File: src/rtl/spf_ram.sv
module spf_ram #(
   parameter int WIDTH = 8,
   parameter int DEPTH = 16
) (
   input  logic                     clock,
   input  logic                     wr_en,
   input  logic [$clog2(DEPTH)-1:0] wr_addr,
   input  logic [WIDTH-1:0]         wr_data,
   input  logic [$clog2(DEPTH)-1:0] rd_addr,
   output logic [WIDTH-1:0]         rd_data
);

   logic [WIDTH-1:0] mem_ff [DEPTH];
   logic [WIDTH-1:0] rd_data_ff;

   always_ff @(posedge clock) begin
      if (wr_en) begin
         mem_ff[wr_addr] <= wr_data;
      end
      rd_data_ff <= mem_ff[rd_addr];
   end

   assign rd_data = rd_data_ff;

endmodule

File: config.mk
export PLATFORM = sky130hd
export DESIGN_NAME = spf_ram
export DESIGN_NICKNAME = d
export VERILOG_FILES = /design/src/rtl/spf_ram.sv
export SDC_FILE = /design/constraint.sdc
export NUM_CORES = 1
export LEC_CHECK = 0
export ABC_AREA = 1
export ABC_CLOCK_PERIOD_IN_PS = 2300
export BUFFER_PORTS_ARGS = -buffer_cell sky130_fd_sc_hd__buf_2
export CORE_MARGIN = 5
export CORE_UTILIZATION = 35
export CTS_CLUSTER_DIAMETER = 150
export DETAILED_ROUTE_END_ITERATION = 10
export PLACE_DENSITY = 0.6
export SLEW_MARGIN = 10
export SYNTH_ARGS = -nofsm -noshare
export SYNTH_HDL_FRONTEND = slang
export SYNTH_SLANG_ARGS = --single-unit
export TNS_END_PERCENT = 30
File: constraint.sdc
create_clock -name clock -period 2.3 [get_ports clock]
set_clock_uncertainty 0.1 [all_clocks]
set_input_delay 0.115 -clock clock [delete_from_list [all_inputs] [get_ports clock]]
set_output_delay 0.115 -clock clock [all_outputs]
set_load 0.05 [all_outputs]
==> impl_metrics.ini <==
[outcome]
status = complete, no violations

[worst_setup_path]
crit_chain = buf_2
cpPeakStageDelay_ps = 320
reg2reg_from = mem_ff[3][2]
critPathMaxFanout = 1
path_buf_inv = 1
crit_type = reg2out
cp.arrival_ps = 1010
worst_setup_path_start_kind = flop
worstPathRequired_ps = 2090
rr_worst_depth = 6
path_delay_family = flip-flops
timing.rr.end = rd_data[2]
cp-end-kind = primary output
rrSetupSlack_ps = 1130
cp_slowest_cell = dfxtp_1

[yosys]
synth_cell_types = 12
yosysWarnings = 0
syn_nets = 569
syn_area_per_cell_um2 = 10.47
synth_area_leaders = edfxtp_1, nand2_1, nand3_1
synth_area_leader_cell = edfxtp_1
yosysSeqAreaShare_pct = 69.43
synth_cells = 551
yosysTopAreaCellShare_pct = 66.65
synth-seq-cells = 136
synth_area_um2 = 5767

[route]
detail-route-antenna-nets = 0
drt_first_pass_iters = 5
drt-total-wl_um = 12870
avgRoutedWirePerCell_um = 15.91
drc = 0
vias = 3761
vias_per_cell = 4.649
drt_iter0_markers = 315

[timing]
period_needed_ps = 1222
hold_viol = 0
grt_setup_unrepaired = no
fin_crit_sh_pct = 53.13
fmax_mhz = 818.4
setup_violations = 0
setup_tns_ps = 0
slew_headroom_pct = 51.24
worst_slew_pin_slew_ps = 728.7
drv_slew = 0

[final_layout]
seq_area_um2 = 4004
final_cells = 809
final_nets = 594
final_cell_mix = nand2_1, edfxtp_1, inv_1, nand3_1, buf_2
diodes = 0
multiInputGateArea_um2 = 1214
drive_gt1_share_pct = 10.53
fillers = 1584
layout_commonest_cell = nand2_1
synthToLayoutAreaGrowth_pct = 15.62

[placed_design]
hpwl_um = 8085
place_congestion = 0.8274
dp_cells = 776
io_buffers = 25

[floorplan]
die_x_um = 138.4
start_util_pct = 35.27
num_rows = 47
die_h_um = 138.4
die-area_um2 = 19140
core_area_um2 = 16350
io-pin-count = 26

[clock_tree]
clkSinkCount = 136
post_cts_resized = 0
clk_latency_ps = 420
cts_tree = yes
clockBufferDepth = 2
cts.clk_slew.worst_paths_ps = 60
cts_setup_buffers = 0
cts-htree-levels = 4
holdBufCountCts = 1
root_buffer = clkbuf_16
cts_buffers = 17

[pwr]
powerDensity_nw_per_um2 = 887.2
peakVddDrop_mv = 0.7721
p_leak_nw = 2.827

[global_routing]
grt_start_max_net_pins = 65
track_usage_pct = 13.91
grt_pass1_wl_um = 20420
grt_pass1_vias = 3700
antenna_found_initial = 0
grt.overflow.total = 0

[worst_hold_path]
hold_depth = 1
hold_path.startpoint = wr_data[1]
hold_end = mem_ff[3][1]
hold_class = in2reg

[run]
maxCapViolCount = 0
## synthesized netlist by cell type
library cell,n
nand2_1,173
edfxtp_1,128
inv_1,100
nand3_1,97
nor2_1,17
buf_2,13
dfxtp_1,8
buf_6,6
buf_4,4
inv_2,2
nand3b_1,2
buf_1,1
## routing by layer
metal	wire, um	track usage, %	share of wire, %	up-vias
li1	-	-	-	1820
met1	5745	18.70	45	1767
met2	6056	21.53	47	150
met3	787	3.764	6.1	24
met4	285	5.512	2.2	0
met5	0	0	0	-
## cell type report
type | instances | share of cell area [%]
inverter | 102 | 5.742
sequential | 136 | 60.05
clock buffer | 17 | 6.380
tap | 220 | 4.128
multi-input combinational | 289 | 18.20
clock inverter | 15 | 2.646
timing repair buffer | 30 | 2.852
## sequential cells by signal (all words and copies together), names as in the netlist
name / count
rd_data: 8
mem_ff: 128
## power by group
group,switching [mW],total [mW],internal (mW)
clock network,1.04,2.74,1.70
registers,0.0143,2.79,2.77
logic,0.296,0.391,0.0947
total,1.35,5.92,4.57
## stage by stage
step	utilization, %	cell area [um^2]	worst slack [ps]	power (mW)	hold slack (ps)
after floorplan	-	5767	1134	3.088	113.9
after global placement	37.04	6056	773.8	3.223	404.0
after detailed placement	37.04	6056	762.1	3.228	415.4
after CTS	40.79	6668	1058	5.955	14.78
after global routing	40.79	6668	1029	6.106	18.43
final	40.79	6668	1078	5.916	14.50
## cell families after synthesis
logic type / Yosys count / share of synthesized area [%]
flops: 136 / 69.43
buf+inv: 126 / 9.525
simple gates: 289 / 21.05
## worst max-delay path by stage
stage / start / endpoint / slack [ps] / cells after the start
2_1_floorplan: wr_addr[2] / mem_ff[10][0] / 1130 / 2
3_3_place_gp: wr_addr[3] / mem_ff[5][6] / 770 / 3
3_5_place_dp: wr_addr[3] / mem_ff[5][6] / 760 / 3
4_1_cts: rd_data[6] / rd_data[6] / 1060 / 1
5_1_grt: rd_data[2] / rd_data[2] / 1030 / 1
6_report: rd_data[7] / rd_data[7] / 1080 / 1
(Power assumes the default switching activity.)
